--- src/rtl/core/gnt_ram.sv ---
// gnt_ram: generic single-write, single-read memory with registered read data.
// No dependencies.
`default_nettype none

module gnt_ram #(
  parameter int unsigned WIDTH = 8,
  parameter int unsigned DEPTH = 2
) (
  input  wire logic                     clk_i,
  input  wire logic                     we_i,
  input  wire logic [$clog2(DEPTH)-1:0] waddr_i,
  input  wire logic [WIDTH-1:0]         wdata_i,
  input  wire logic [$clog2(DEPTH)-1:0] raddr_i,
  output logic      [WIDTH-1:0]         rdata_o
);

  logic [WIDTH-1:0] mem_q [DEPTH];
  logic [WIDTH-1:0] rdata_q;

  always_ff @(posedge clk_i) begin
    if (we_i) begin
      mem_q[waddr_i] <= wdata_i;
    end
    rdata_q <= mem_q[raddr_i];
  end

  assign rdata_o = rdata_q;

endmodule

`default_nettype wire

--- config.mk ---
export PLATFORM = sky130hd
export DESIGN_NAME = gnt_ram
export DESIGN_NICKNAME = d
export VERILOG_FILES = /design/src/rtl/core/gnt_ram.sv
export SDC_FILE = /design/constraint.sdc
export NUM_CORES = 1
export LEC_CHECK = 0
export BUFFER_PORTS_ARGS = -buffer_cell sky130_fd_sc_hd__buf_2
export CORE_MARGIN = 2
export CORE_UTILIZATION = 48
export DETAILED_ROUTE_END_ITERATION = 8
export PLACE_DENSITY_LB_ADDON = 0.1
export SYNTH_ARGS = -nofsm -noshare
export SYNTH_HDL_FRONTEND = slang
export SYNTH_SLANG_ARGS = --single-unit
--- constraint.sdc ---
create_clock -name clk_i -period 1.1 [get_ports clk_i]
set_input_delay 0.055 -clock clk_i [delete_from_list [all_inputs] [get_ports clk_i]]
set_output_delay 0.055 -clock clk_i [all_outputs]
set_load 0.05 [all_outputs]
==> summary.md, run 1 <==
| Metric | Value |
|---|---|
| Status | finished clean |
| Least-Margin Pin Slew | 362 ps |
| Setup TNS | 0 ps |
| H-tree depth | 1 |
| XOR/XNOR share of the synthesized area | 0% |
| Cell Rows | 14 |
| Die W | 44.4 um |
| Post-Syn Instances | 35 |
| GPL Wtd Cong | 0.613 |
| Input/output buffers | 19 |
| Multi-input gate area | 133 sq um |
| # IOs | 20 |
| Cell Chain, Critical Path | buf_2 |
| Critical Setup Path Class | reg2out |
| Core area | 1520 sq um |
| Maximum number of pins on one net before global-route repair | 14 |
| Min-Delay Endpoint | rdata_o[6] |
| Final net count | 80 |
| PwrDens | 1630 nW/um^2 |
| Final ANT Viol Nets | 0 |
| Mux cell area share after synthesis | 15.3% |
| Hold WC Path Type | in2reg |
| Max_cap viols | 0 |
| Leakage | 0.422 nW |
| Reg2Reg Capture Point | rdata_o[7] |
| Resized cells post-CTS | 0 |
| Fraction of layout cells with a size suffix above 1 | 47.8% |
| Initial Util | 51.5% |
| Commonest non-fill, non-tap cell in the layout | buf_2 |
| Crit Reg-Reg Startpoint | mem_q[0][7] |
| Crit-path slowest cell | dfxtp_1 |
| Fmax | 1.08 GHz |
| Worst EP required | 1040 ps |
| # setup viols final | 0 |
| Cts bufs inserted | 3 |
| Filler cells | 106 |
| Synth Area per Inst | 22.4 sq um |
| Startpoint type of the worst setup path | register |
| Yosys warns | 0 |
| DR vias | 387 |
| Vias per cell | 4.66 |
| Commonest cells after routing, fill and taps aside | buf_2 (19), edfxtp_1 (16), mux2_4 (8), dlygate4sd3_1 (8), dfxtp_1 (8) |
| Antenna violations before repair | 0 |
| Final Hold Vio Count | 0 |
| Dpl cells | 71 |
| All-Layer GR Usage | 11.1% |
| Adder and majority gate portion of the synthesized area | 0% |
| Max VDD drop | 0.867 mV |
| Net count after synthesis | 47 |
| Mapped Area | 785 sq um |
| CTS root buffer | clkbuf_4 |
| CP endpoint kind | primary output |
| Max-slew violations | 0 |
| Count of state elements after synthesis | 24 |
| DRC Markers | 0 |
| Compound-Gate Fraction of Synth Area | 0% |
| Global-route wire length before repair | 1.52 mm |
| Worst path max stage delay | 330 ps |
| Reg clk slew, reported paths | 120 ps |
| CTS tree | done |
| RSZ-0062 raised after global routing | false |
| Yosys cell types | 6 |
| Wirelength per Cell | 11.3 um |
| Final Skew | 4.36 ps |
| Worst skew pair latency | 300 ps |
| Die area | 1970 sq um |
| Die Span Y | 44.4 um |
| Post-synthesis simple-gate area fraction | 1.59% |
| 1st-iter DRT viols | 0 |
| Cell Count, Final, Fillers Out | 83 |
| Final Total Pwr | 1.64 mW |
| Sequential cell area fraction in the yosys report | 81.7% |
| # diodes | 0 |
| WP buf/inv | 1 |
| CP max FO | 1 |
| Area Overhead vs Synth | 28.7% |
| HP Start | raddr_i |
| Worst path arrival time | 870 ps |
| CTS max path bufs | 2 |
| Vias in the first global route | 389 |
| 1st-pass router iterations | 1 |
| Slew Limit Headroom | 75.9% |
| Delay-heaviest family, CP | flip-flops |
| CTS Sinks | 24 |
| Combinational family with the most area after synthesis | multiplexers |
| WHS Path Cells | 2 |
| Period utilisation layout | 84.4% |
| Drt total wl | 934 um |
| Gr ovfl total | 0 |
| Storage element area | 641 sq um |
| R2r setup slk | 340 ps |
| FF-to-FF path depth | 1 |
| Final min period | 928 ps |
-- kinds of logic (layout without fill, tap and decap cells) --
kind of cell  Yosys count  after routing
simple gates            2              2
mux                     8              8
flops                  24             24
buf+inv                 1             33
-- how the worst max path moves through the flow --
stage / from / to / slack [ps] / depth (start not counted)
6_report: rdata_o[1] / rdata_o[1] / 170 / 1
4_1_cts: rdata_o[1] / rdata_o[1] / 150 / 1
2_1_floorplan: we_i / mem_q[0][0] / 250 / 1
3_3_place_gp: waddr_i / mem_q[1][6] / 300 / 2
5_1_grt: rdata_o[4] / rdata_o[4] / 110 / 1
3_5_place_dp: waddr_i / mem_q[1][6] / 260 / 2
-- stage by stage --
step | area (sq um) | hold WS, ps | util [%] | worst slack [ps]
detailed placement | 903 | 247 | 59.3 | 262
floorplan | 785 | 154 | - | 252
global route | 1010 | 171 | 66.3 | 111
global placement | 903 | 244 | 59.3 | 304
finish | 1010 | 185 | 66.3 | 172
CTS | 1010 | 178 | 66.3 | 151
-- final cells by class --
class                   instances  area share, %
clock buffers                   3           2.23
clock inverters                 1          0.372
multi-input cells              10           13.1
flip-flops and latches         24           63.4
well taps                      16           1.98
repair buffers                 29           18.8
-- power breakdown --
group,switching [mW],total (mW),internal (mW)
clock,0.226,0.358,0.132
sequential,0.0144,1.05,1.03
combinational,0.142,0.238,0.0954
-- timing repair --
item	CTS	global route
endpoints found under the hold margin	16	0
setup buffers	0	0
hold buffers	8	0
-- synth_stat cells --
library cell / instances / area [sq um]
buf_6: 1 / 11.3
and2_1: 1 / 6.26
edfxtp_1: 16 / 480
mux2_4: 8 / 120
dfxtp_1: 8 / 160
nor2b_1: 1 / 6.26
-- per-layer routing --
| layer | up-vias | wire length (um) | track usage [%] |
|---|---|---|---|
| li1 | 195 | - | - |
| met1 | 179 | 361 | 12.4 |
| met2 | 13 | 521 | 20.0 |
| met3 | 0 | 50 | 2.45 |
| met4 | 0 | 0 | 5.45 |
| met5 | - | 0 | 0 |
-- state kept, by name, summed over array words and instances, names as in the netlist --
signal	cells
mem_q	16
rdata_o	8
(Power assumes the default switching activity.)
==> inputs of run 2 (changes only) <==
Settings changed: CORE_UTILIZATION 48 to 44.
Clock period 1.1 ns to 0.8 ns, I/O delays scaled along.
==> run 2 against run 1 <==
Against the previous run: the flow now finishes with violations (setup timing); register-to-register slack got worse by 300 ps; critical path depth unchanged; sequential power up 40%; first-iteration DRC count unchanged; clock power rose by 42%; sequential share of layout area fell by 5.4 points; routed wire length is 22% higher; non-clock buffer count is 2 higher; via count increased by 2.8%; global-route usage grew 1.3 points; critical endpoint is now rdata_o[2]; largest power group unchanged.
==> summary.md, run 2 (synthesized netlist as in run 1, its figures left out) <==
| Metric | Value |
|---|---|
| Slew Limit Headroom | 82.4% (+6.5 points) |
| Final net count | 82 (+2.5%) |
| Post-CTS setup buffer count | 0 (unchanged) |
| Fin area | 1120 sq um (+11%) |
| Input/output buffers | 19 (unchanged) |
| CTS Sinks | 24 (unchanged) |
| Final Total Pwr | 2.38 mW (+45%) |
| Psw | 0.564 mW (+47%) |
| All-Layer GR Usage | 12.4% (+1.3 points) |
| WP buf/inv | 1 (unchanged) |
| Delay-heaviest family, CP | flip-flops |
| Dpl cells | 82 (+15%) |
| Crit-path slowest cell | dfxtp_2 |
| Reg clk slew, reported paths | 120 ps (about the same) |
| Area after DPL | 932 sq um (+3.2%) |
| Antenna violations before repair | 0 (unchanged) |
| FF-to-FF path depth | 1 (unchanged) |
| Final ANT Viol Nets | 0 (unchanged) |
| Die W | 46.2 um (+4.1%) |
| Critical Setup Path Class | reg2out |
| Commonest non-fill, non-tap cell in the layout | edfxtp_1 |
| # setup viols final | 8 (+8) |
| Sw Share | 23.7% (+0.42 points) |
| Area Overhead vs Synth | 42.9% |
| Reg2Reg Capture Point | rdata_o[5] |
| H-tree depth | 1 (unchanged) |
| Drt total wl | 1.14 mm (+22%) |
| Least-Margin Pin Slew | 264 ps (-97.9 ps) |
| Setup crit start | rdata_o[2] |
| Global-route wire length before repair | 1.70 mm (+12%) |
| Leakage | 0.458 nW (+8.6%) |
| RSZ-0062 raised after global routing | true |
| DRC Markers | 0 (unchanged) |
| Worst skew pair latency | 300 ps (about the same) |
| 1st-iter DRT viols | 0 (unchanged) |
| Wirelength per Cell | 12.1 um (+7.4%) |
| Clock network power share | 21.5% (-0.3 points) |
| Worst path arrival time | 800 ps (-70 ps) |
| CTS tree | done |
| Gr ovfl total | 0 (unchanged) |
| Final Hold Vio Count | 0 (unchanged) |
| Die area | 2140 sq um (+8.3%) |
| Logic pwr share | 16.9% (+2.4 points) |
| WP depth | 1 (unchanged) |
| Worst EP required | 760 ps (-280 ps) |
| # diodes | 0 (unchanged) |
| DR vias | 398 (+2.8%) |
| Max_cap viols | 0 (unchanged) |
| Worst path max stage delay | 360 ps (+30 ps) |
| Fin util | 65.6% (-0.62 points) |
| PwrDens | 2120 nW/um^2 (+30%) |
| Cell Chain, Critical Path | buf_8 |
| CTS root buffer | clkbuf_4 |
| Final hold slack | 168 ps (-17.2 ps) |
| GPL Wtd Cong | 0.619 (+0.91%) |
| Failing checks | setup timing |
| Crit Reg-Reg Startpoint | mem_q[1][5] |
| Commonest cells after routing, fill and taps aside | edfxtp_1 (16), buf_2 (11), mux2_4 (8), dlygate4sd3_1 (8), dfxtp_2 (8) |
| Startpoint type of the worst setup path | register |
| Max-slew violations | 0 (unchanged) |
| R2r setup slk | 40 ps (-300 ps) |
| Cts bufs inserted | 3 (unchanged) |
| Die Span Y | 46.2 um (+4.1%) |
| Final WS setup | -36.9 ps (-209 ps) |
| Fmax | 1.19 GHz |
| # IOs | 20 (unchanged) |
| Fraction of layout cells with a size suffix above 1 | 62.3% (+15 points) |
| Maximum number of pins on one net before global-route repair | 14 (unchanged) |
| CP max FO | 1 (unchanged) |
| Vias per cell | 4.23 (-9.2%) |
| Max reg flops | 16 (unchanged) |
| Final min period | 837 ps |
| Cell Rows | 15 (+1) |
| Post-Place Setup Slack | 52.4 ps (-210 ps) |
| Initial Util | 45.9% (-5.5 points) |
| 1st-pass router iterations | 1 (unchanged) |
| CTS max path bufs | 2 (unchanged) |
| CP endpoint kind | primary output |
| Vias in the first global route | 412 (+5.9%) |
| Sequential group share of total power | 61.6% (-2.1 points) |
| Status | complete, but fails checks |
| Cell Count, Final, Fillers Out | 94 (+13%) |
| Period utilisation layout | 105% |
| Internal power | 1.81 mW (+44%) |
| Final Skew | 4.03 ps (-0.338 ps) |
| Hold WC Path Type | in2reg |
| Max VDD drop | 1.21 mV (+39%) |
| Reg with most FFs | mem_q |
| CP Capture Point | rdata_o[2] |
| Setup TNS | -241 ps (-241 ps) |
| Core area | 1710 sq um (+12%) |
-- run 2: final cells by class --
class                   instances  area, sq um
well taps                      25         31.3
clock inverters                 1         3.75
multi-input cells              10          135
fillers                       129          587
flip-flops and latches         24          651
repair buffers                 31          278
clock buffers                   3         22.5
-- run 2: metal layers --
| layer | global-route usage (%) | vias to the layer above | routed length (um) |
|---|---|---|---|
| li1 | - | 198 | - |
| met1 | 13.7 | 186 | 473 |
| met2 | 20.6 | 12 | 599 |
| met3 | 4.71 | 2 | 50 |
| met4 | 6.86 | 0 | 12 |
| met5 | 0 | - | 0 |
-- run 2: how the worst min path moves through the flow --
| stage | startpoint | to | slack (ps) | depth (start not counted) |
|---|---|---|---|---|
| final | raddr_i | rdata_o[3] | 170 | 2 |
| after global routing | raddr_i | rdata_o[3] | 140 | 2 |
| after CTS | raddr_i | rdata_o[3] | 160 | 2 |
| after detailed placement | wdata_i[7] | mem_q[1][7] | 230 | 1 |
| after global placement | wdata_i[0] | mem_q[1][0] | 230 | 1 |
| after floorplan | wdata_i[0] | mem_q[0][0] | 140 | 0 |
-- run 2: power groups by stage --
stage               logic, mW  clock network (mW)  registers, mW
CTS                     0.383               0.532           1.46
finish                  0.402               0.510           1.47
global route            0.420               0.600           1.47
global placement        0.302                   0           1.47
floorplan              0.0862                   0           1.60
detailed placement      0.309                   0           1.47
-- run 2: timing repair --
item                       in CTS  in global routing
setup endpoints to repair       8                  8
hold endpoints to repair       16                  0
resized for setup              24                  6
hold buffers                    8                  0
gates cloned                    0                  0
