### src/rtl/core/gnt_pkg.sv
// gnt_pkg: sizes, operation codes, datapath types and key folding for the
// group name table. No dependencies; used by gnt_alu and group_name_table_unit in rtl/core.
`default_nettype none

package gnt_pkg;

  // table geometry
  localparam int unsigned ENTRIES    = 2048;
  localparam int unsigned NAME_BYTES = 20;
  localparam int unsigned NAME_W     = NAME_BYTES * 8;
  localparam int unsigned IDX_W      = $clog2(ENTRIES);
  localparam int unsigned CNT_W      = $clog2(ENTRIES + 1);

  // fixed port widths
  localparam int unsigned RAW_BYTES = 20;
  localparam int unsigned RAW_W     = RAW_BYTES * 8;
  localparam int unsigned POS_W     = 12;
  localparam int unsigned OCC_W     = 16;
  localparam int unsigned COUNT_W   = 16;
  localparam int unsigned USAGE_W   = 2 * COUNT_W + OCC_W;

  localparam logic [OCC_W-1:0] EVEN_MASK = 16'hFFFE;
  localparam logic [OCC_W-1:0] LIMIT_RST = 16'hFFFF;

  typedef enum logic [1:0] {
    OP_FIND  = 2'd0,
    OP_USE   = 2'd1,
    OP_ALIGN = 2'd2,
    OP_CHECK = 2'd3
  } op_e;

  typedef enum logic [1:0] {
    ALU_ADD,
    ALU_ROUND_EVEN,
    ALU_CMP_GE
  } alu_op_e;

  typedef struct packed {
    alu_op_e          op;
    logic [OCC_W-1:0] a;
    logic [OCC_W-1:0] b;
  } alu_req_t;

  typedef struct packed {
    logic [OCC_W-1:0] value;
    logic             ge;
  } alu_res_t;

  typedef logic [NAME_W-1:0] name_t;

  typedef struct packed {
    logic [COUNT_W-1:0] var_cnt;
    logic [COUNT_W-1:0] grp_cnt;
    logic [OCC_W-1:0]   occ;
  } usage_t;

  // name ends at its first zero byte, later bytes forced to zero
  function automatic name_t norm_key(input logic [RAW_W-1:0] raw);
    name_t      k;
    logic       live;
    logic [7:0] ch;
    k    = '0;
    live = 1'b1;
    for (int b = 0; b < NAME_BYTES; b++) begin
      ch = 8'h00;
      if (b < RAW_BYTES) begin
        ch = raw[RAW_W-1-8*b -: 8];
      end
      if (!live) begin
        ch = 8'h00;
      end
      k[NAME_W-1-8*b -: 8] = ch;
      if (ch == 8'h00) begin
        live = 1'b0;
      end
    end
    return k;
  endfunction

endpackage

`default_nettype wire

### src/rtl/core/gnt_alu.sv
// gnt_alu: shared 16-bit occupancy unit (add, round up to even, compare).
// Depends on gnt_pkg.
`default_nettype none

module gnt_alu (
  input  wire gnt_pkg::alu_req_t req_i,
  output gnt_pkg::alu_res_t      res_o
);

  logic [gnt_pkg::OCC_W-1:0] addend;
  logic [gnt_pkg::OCC_W-1:0] sum;

  always_comb begin
    addend = (req_i.op == gnt_pkg::ALU_ROUND_EVEN) ? gnt_pkg::OCC_W'(1) : req_i.b;
    sum    = req_i.a + addend;
    res_o.ge = (req_i.a >= req_i.b);
    unique case (req_i.op)
      gnt_pkg::ALU_ADD:        res_o.value = sum;
      gnt_pkg::ALU_ROUND_EVEN: res_o.value = sum & gnt_pkg::EVEN_MASK;
      gnt_pkg::ALU_CMP_GE:     res_o.value = req_i.a;
      default:                 res_o.value = sum;
    endcase
  end

endmodule

`default_nettype wire

### config.mk
export PLATFORM = sky130hd
export DESIGN_NAME = gnt_alu
export DESIGN_NICKNAME = d
export VERILOG_FILES = /design/src/rtl/core/gnt_pkg.sv /design/src/rtl/core/gnt_alu.sv
export SDC_FILE = /design/constraint.sdc
export NUM_CORES = 1
export LEC_CHECK = 0
export BUFFER_PORTS_ARGS = -buffer_cell sky130_fd_sc_hd__buf_2
export CAP_MARGIN = 20
export CORE_ASPECT_RATIO = 1.5
export CORE_MARGIN = 2
export CORE_UTILIZATION = 50
export DETAILED_ROUTE_END_ITERATION = 16
export PLACE_DENSITY = 0.89
export SYNTH_ARGS = -nofsm -noshare
export SYNTH_HDL_FRONTEND = slang
export SYNTH_SLANG_ARGS = --single-unit
export TNS_END_PERCENT = 1
### constraint.sdc
create_clock -name vclk -period 16.28
set_input_delay 4.884 -clock vclk [all_inputs]
set_output_delay 4.884 -clock vclk [all_outputs]
set_load 0.02 [all_outputs]
==> results.sh, run 1 <==
export IMPL_met1_usage_pct=23.05
export IMPL_yosysMostFrequentCell="ha_1"
export IMPL_worstSetupEndpointType="output port"
export IMPL_area_growth_syn_to_layout_pct=22.09
export IMPL_dp_cells=259
export IMPL_slew_headroom_pct=44.28
export IMPL_design_seq_count=0
export IMPL_chipWidth_um=44.95
export IMPL_instances_no_fill=260
export IMPL_vias=1445
export IMPL_min_period_ns=13.08
export IMPL_syn_area_sq_um=1257
export IMPL_startpoint_type="primary input"
export IMPL_cp_data_required_time_ns=11.40
export IMPL_cts_resized_gates=0
export IMPL_grtUsageMet2_pct=45.00
export IMPL_final_area_sq_um=1535
export IMPL_drc_errors=0
export IMPL_finalSetupTns_ns=0
export IMPL_yosysSeqAreaShare_pct=0
export IMPL_grt_busiest_layer="met2"
export IMPL_setup_violations_final=0
export IMPL_hold_viol_final=0
export IMPL_fill_cells=240
export IMPL_grt_pass1_vias=1368
export IMPL_fp_dieH_um=65.42
export IMPL_met3_usage_pct=2.747
export IMPL_pwr_share_clk_pct=0
export IMPL_internal_power_uw=28.40
export IMPL_io_buffers=51
export IMPL_gp_congestion=0.8300
export IMPL_wl_per_cell_um=11.87
export IMPL_holdBufCountCts=0
export IMPL_synth_fp_nets=256
export IMPL_avgSynthCellArea_sq_um=6.689
export IMPL_status="completed"
export IMPL_min_path_type="primary input to output port"
export IMPL_drive_above_1_share_pct=23.31
export IMPL_nets=306
export IMPL_endpoint="res_o[15]"
export IMPL_drt_initial_drc_count=29
export IMPL_ir_drop_v=0.00002458
export IMPL_initial_core_util_pct=51.91
export IMPL_fin_crit_sh_pct=80.37
export IMPL_rsz0062_at_grt="no"
export IMPL_regArea_sq_um=0
export IMPL_setup_ws_ns=3.195
export IMPL_grt_total_usage_pct=22.51
export IMPL_synth_common_cells="ha_1, nand2_1, inv_1, nor2_1, a21oi_1"
export IMPL_core_area_sq_um=2422
export IMPL_postCtsSetupRepairBufs=0
export IMPL_power_switching_uw=40.86
export IMPL_dpl_cell_area_sq_um=1528
export IMPL_critPathMaxFanout=19
export IMPL_tightestPinTransition_ns=0.8327
export IMPL_synth_area_leaders="ha_1, nand2_1, xnor2_1, a21oi_1, inv_1"
export IMPL_critPathKind="primary input to output port"
export IMPL_dieArea_sq_um=2940
export IMPL_dr_pass1_iters=4
export IMPL_viasPerCell=5.558
export IMPL_synth_top_area_share_pct=32.84
export IMPL_p_sw_share_pct=58.99
export IMPL_arrival_ns=8.20
export IMPL_drt_wl_total_um=3085
export IMPL_grt_overflow_total=0
export IMPL_max_freq_ghz=0.07642
export IMPL_ant_nets=0
export IMPL_hpwlAfterDp_um=2616
export IMPL_syn_instance_count=188
export IMPL_diodes=0
export IMPL_combPwrFrac_pct=100.0
export IMPL_place_ws_ns=3.193
export IMPL_fp_row_count=22
export IMPL_ys_warn_count=0
export IMPL_grt_max_degree=20
export IMPL_startpoint="req_i[33]"
export IMPL_powerDensity_nw_per_um2=45.11
export IMPL_seqPwrFrac_pct=0
export IMPL_power_leakage_uw=0.0008693
export IMPL_report_final_slew_viol_count=0
export IMPL_clkbuf_count=0
export IMPL_antenna_found_initial=0
export IMPL_grt_first_pass_wirelength_um=5292
export IMPL_ys_types=30
export IMPL_yosysTopAreaCell="ha_1"
export IMPL_ios=51
export IMPL_final_util_pct=63.38
export IMPL_cap_violations=0
## power groups by stage
stage,combinational (uW),sequential (uW),clock [uW]
2_1_floorplan,48.7,0,0
3_3_place_gp,68.1,0,0
3_5_place_dp,69.2,0,0
4_1_cts,69.6,0,0
5_1_grt,77.8,0,0
6_report,69.3,0,0
## layer usage
layer	part of all wire [%]	routed length, um
met1	41	1272
met2	52	1614
met3	5.8	178
met4	0.65	20
met5	0	0
## layout by cell type, fill, tap and decap left out, types with 2 or more instances in the layout
master,instances
a211oi_1,2
a21o_1,6
a21oi_1,15
a31oi_1,3
buf_2,51
ha_1,33
inv_1,20
nand2_1,24
nand2b_1,2
nand4_1,3
nor2_1,20
nor2b_1,4
o21ai_0,14
o21ai_1,9
o21bai_1,3
xnor2_1,9
xor2_1,5
## per-stage QoR
stage | total power, uW | hold slack (ns)
CTS | 69.59 | 10.13
detailed placement | 69.16 | 10.13
global placement | 68.09 | 10.13
global route | 77.80 | 10.15
finish | 69.26 | 10.13
floorplan | 48.70 | 9.934
## layout make-up
type | count | area [sq um] | area share, %
inverter | 20 | 75.07 | 4.890
multi-input combinational | 164 | 1167 | 76.04
tap | 24 | 30.03 | 1.956
timing repair buffer | 52 | 262.8 | 17.11
## critical path, cell delays in order
cell and delay [ns]:
buf_2 0.09, inv_1 0.04, ha_1 0.40, or2_2 0.39
ha_1 0.21, fa_1 0.41, a21oi_1 0.22, o21ai_1 0.10
a21oi_1 0.27, nor2_1 0.09, a2111oi_2 0.48, a31oi_1 0.19
xnor2_1 0.15, o21ai_1 0.10, buf_2 0.18
## worst min path at each step
| stage | cells past startpoint | from | to | slack [ns] |
|---|---|---|---|---|
| final | 4 | req_i[23] | res_o[8] | 10.13 |
| after global routing | 4 | req_i[30] | res_o[15] | 10.15 |
| after global placement | 4 | req_i[30] | res_o[15] | 10.13 |
| after CTS | 4 | req_i[29] | res_o[14] | 10.13 |
| after detailed placement | 4 | req_i[29] | res_o[14] | 10.13 |
| after floorplan | 2 | req_i[17] | res_o[2] | 9.93 |
## cells by family (layout without fill, tap and decap cells)
logic type	Yosys count	in the layout	share of synthesized area, %
buffers and inverters	24	72	7.164
AO/OA/AOI/OAI	60	60	29.35
AND/OR/NAND/NOR	56	56	19.30
XOR/XNOR	14	14	9.751
adder cells (fa/ha/maj)	34	34	34.43
(Power assumes the default switching activity.)
==> inputs of run 2 (changes only) <==
- clock period: 16.28 -> 13.5 ns (I/O delays scaled with it)
==> results.sh, run 2 (same netlist as run 1, synthesis figures left out) <==
export IMPL_min_path_type="primary input to output port"
export IMPL_regArea_sq_um=0
export IMPL_grt_overflow_total=0
export IMPL_setup_violations_final=0
export IMPL_final_cell_mix="buf_2, ha_1, nand2_1"
export IMPL_hold_viol_final=0
export IMPL_design_seq_count=0
export IMPL_gp_congestion=0.8298
export IMPL_max_freq_ghz=0.08738
export IMPL_critPathKind="primary input to output port"
export IMPL_final_util_pct=63.38
export IMPL_ios=51
export IMPL_viasPerCell=5.731
export IMPL_startpoint_type="primary input"
export IMPL_ir_drop_v=0.00002976
export IMPL_seqPwrFrac_pct=0
export IMPL_grt_pass1_vias=1386
export IMPL_diodes=0
export IMPL_final_area_sq_um=1535
export IMPL_rsz0062_at_grt="no"
export IMPL_internal_power_uw=34.26
export IMPL_endpoint="res_o[15]"
export IMPL_grt_max_degree=20
export IMPL_pwr_share_clk_pct=0
export IMPL_clkbuf_count=0
export IMPL_postCtsSetupRepairBufs=0
export IMPL_fin_crit_sh_pct=84.77
export IMPL_power_switching_uw=49.67
export IMPL_drt_wl_total_um=3150
export IMPL_combPwrFrac_pct=100.0
export IMPL_holdBufCountCts=0
export IMPL_chipWidth_um=44.95
export IMPL_min_period_ns=11.44
export IMPL_place_ws_ns=2.077
export IMPL_cap_violations=0
export IMPL_fill_cells=234
export IMPL_report_final_slew_viol_count=0
export IMPL_initial_core_util_pct=51.91
export IMPL_critPathMaxFanout=19
export IMPL_drive_above_1_share_pct=23.31
export IMPL_setup_ws_ns=2.056
export IMPL_worstSetupEndpointType="output port"
export IMPL_drt_initial_drc_count=31
export IMPL_area_growth_syn_to_layout_pct=22.09
export IMPL_startpoint="req_i[33]"
export IMPL_ant_nets=0
export IMPL_final_common_cell="buf_2"
export IMPL_slew_headroom_pct=44.67
export IMPL_fp_row_count=22
export IMPL_cp_data_required_time_ns=9.45
export IMPL_p_sw_share_pct=59.18
export IMPL_dpl_cell_area_sq_um=1528
export IMPL_core_area_sq_um=2422
export IMPL_dr_pass1_iters=4
export IMPL_cts_resized_gates=0
export IMPL_io_buffers=51
export IMPL_dieArea_sq_um=2940
export IMPL_grt_first_pass_wirelength_um=5478
export IMPL_hpwlAfterDp_um=2632
export IMPL_vias=1490
export IMPL_power_leakage_uw=0.0008693
export IMPL_tightestPinTransition_ns=0.8269
export IMPL_antenna_found_initial=0
export IMPL_grt_total_usage_pct=23.26
export IMPL_power_uw=83.93
export IMPL_arrival_ns=7.39
export IMPL_wl_per_cell_um=12.12
export IMPL_fp_dieH_um=65.42
export IMPL_finalSetupTns_ns=0
export IMPL_status="completed"
export IMPL_drc_errors=0
export IMPL_powerDensity_nw_per_um2=54.67
export IMPL_nets=306
## run 2: cell counts in the layout (fill, tap and decap cells not counted)
Identical to the previous run, type by type.
## run 2: area by class of cell
cell class / instances / area (sq um) / area share, %
timing repair buffer: 52 / 262.8 / 17.11
inverter: 20 / 75.07 / 4.890
multi-input combinational: 164 / 1167 / 76.04
tap: 24 / 30.03 / 1.956
## run 2: critical path, cell delays in order
cell and delay (ns):
buf_2 0.09, inv_1 0.04, ha_1 0.41, or2_2 0.39
ha_1 0.21, fa_1 0.41, a21oi_1 0.22, o21ai_1 0.10
a21oi_1 0.26, nor2_1 0.09, a2111oi_2 0.50, a31oi_1 0.19
xnor2_1 0.15, o21ai_1 0.10, buf_2 0.18
## run 2: power groups by stage
| stage | combinational (uW) | clock (uW) | sequential (uW) |
|---|---|---|---|
| after floorplan | 58.7 | 0 | 0 |
| after detailed placement | 83.5 | 0 | 0 |
| after CTS | 84.0 | 0 | 0 |
| after global routing | 94.2 | 0 | 0 |
| final | 83.9 | 0 | 0 |
| after global placement | 82.1 | 0 | 0 |
## run 2: routing by layer
layer,global-route usage (%),routed length (um)
met1,25.70,1279
met2,46.43,1652
met3,1.648,181
met4,2.941,36
met5,0,0
## run 2: worst min path at each step
stage	start	end	slack, ns	cells past startpoint
floorplan	req_i[17]	res_o[2]	8.27	2
global placement	req_i[30]	res_o[15]	8.46	4
detailed placement	req_i[29]	res_o[14]	8.46	4
CTS	req_i[29]	res_o[14]	8.46	4
global route	req_i[25]	res_o[10]	8.48	4
finish	req_i[25]	res_o[10]	8.46	4
## run 2: per-stage QoR
step | hold WS (ns) | cells
after floorplan | 8.266 | 188
after global placement | 8.461 | 259
after detailed placement | 8.463 | 259
after CTS | 8.464 | 259
after global routing | 8.478 | 260
final | 8.458 | 260
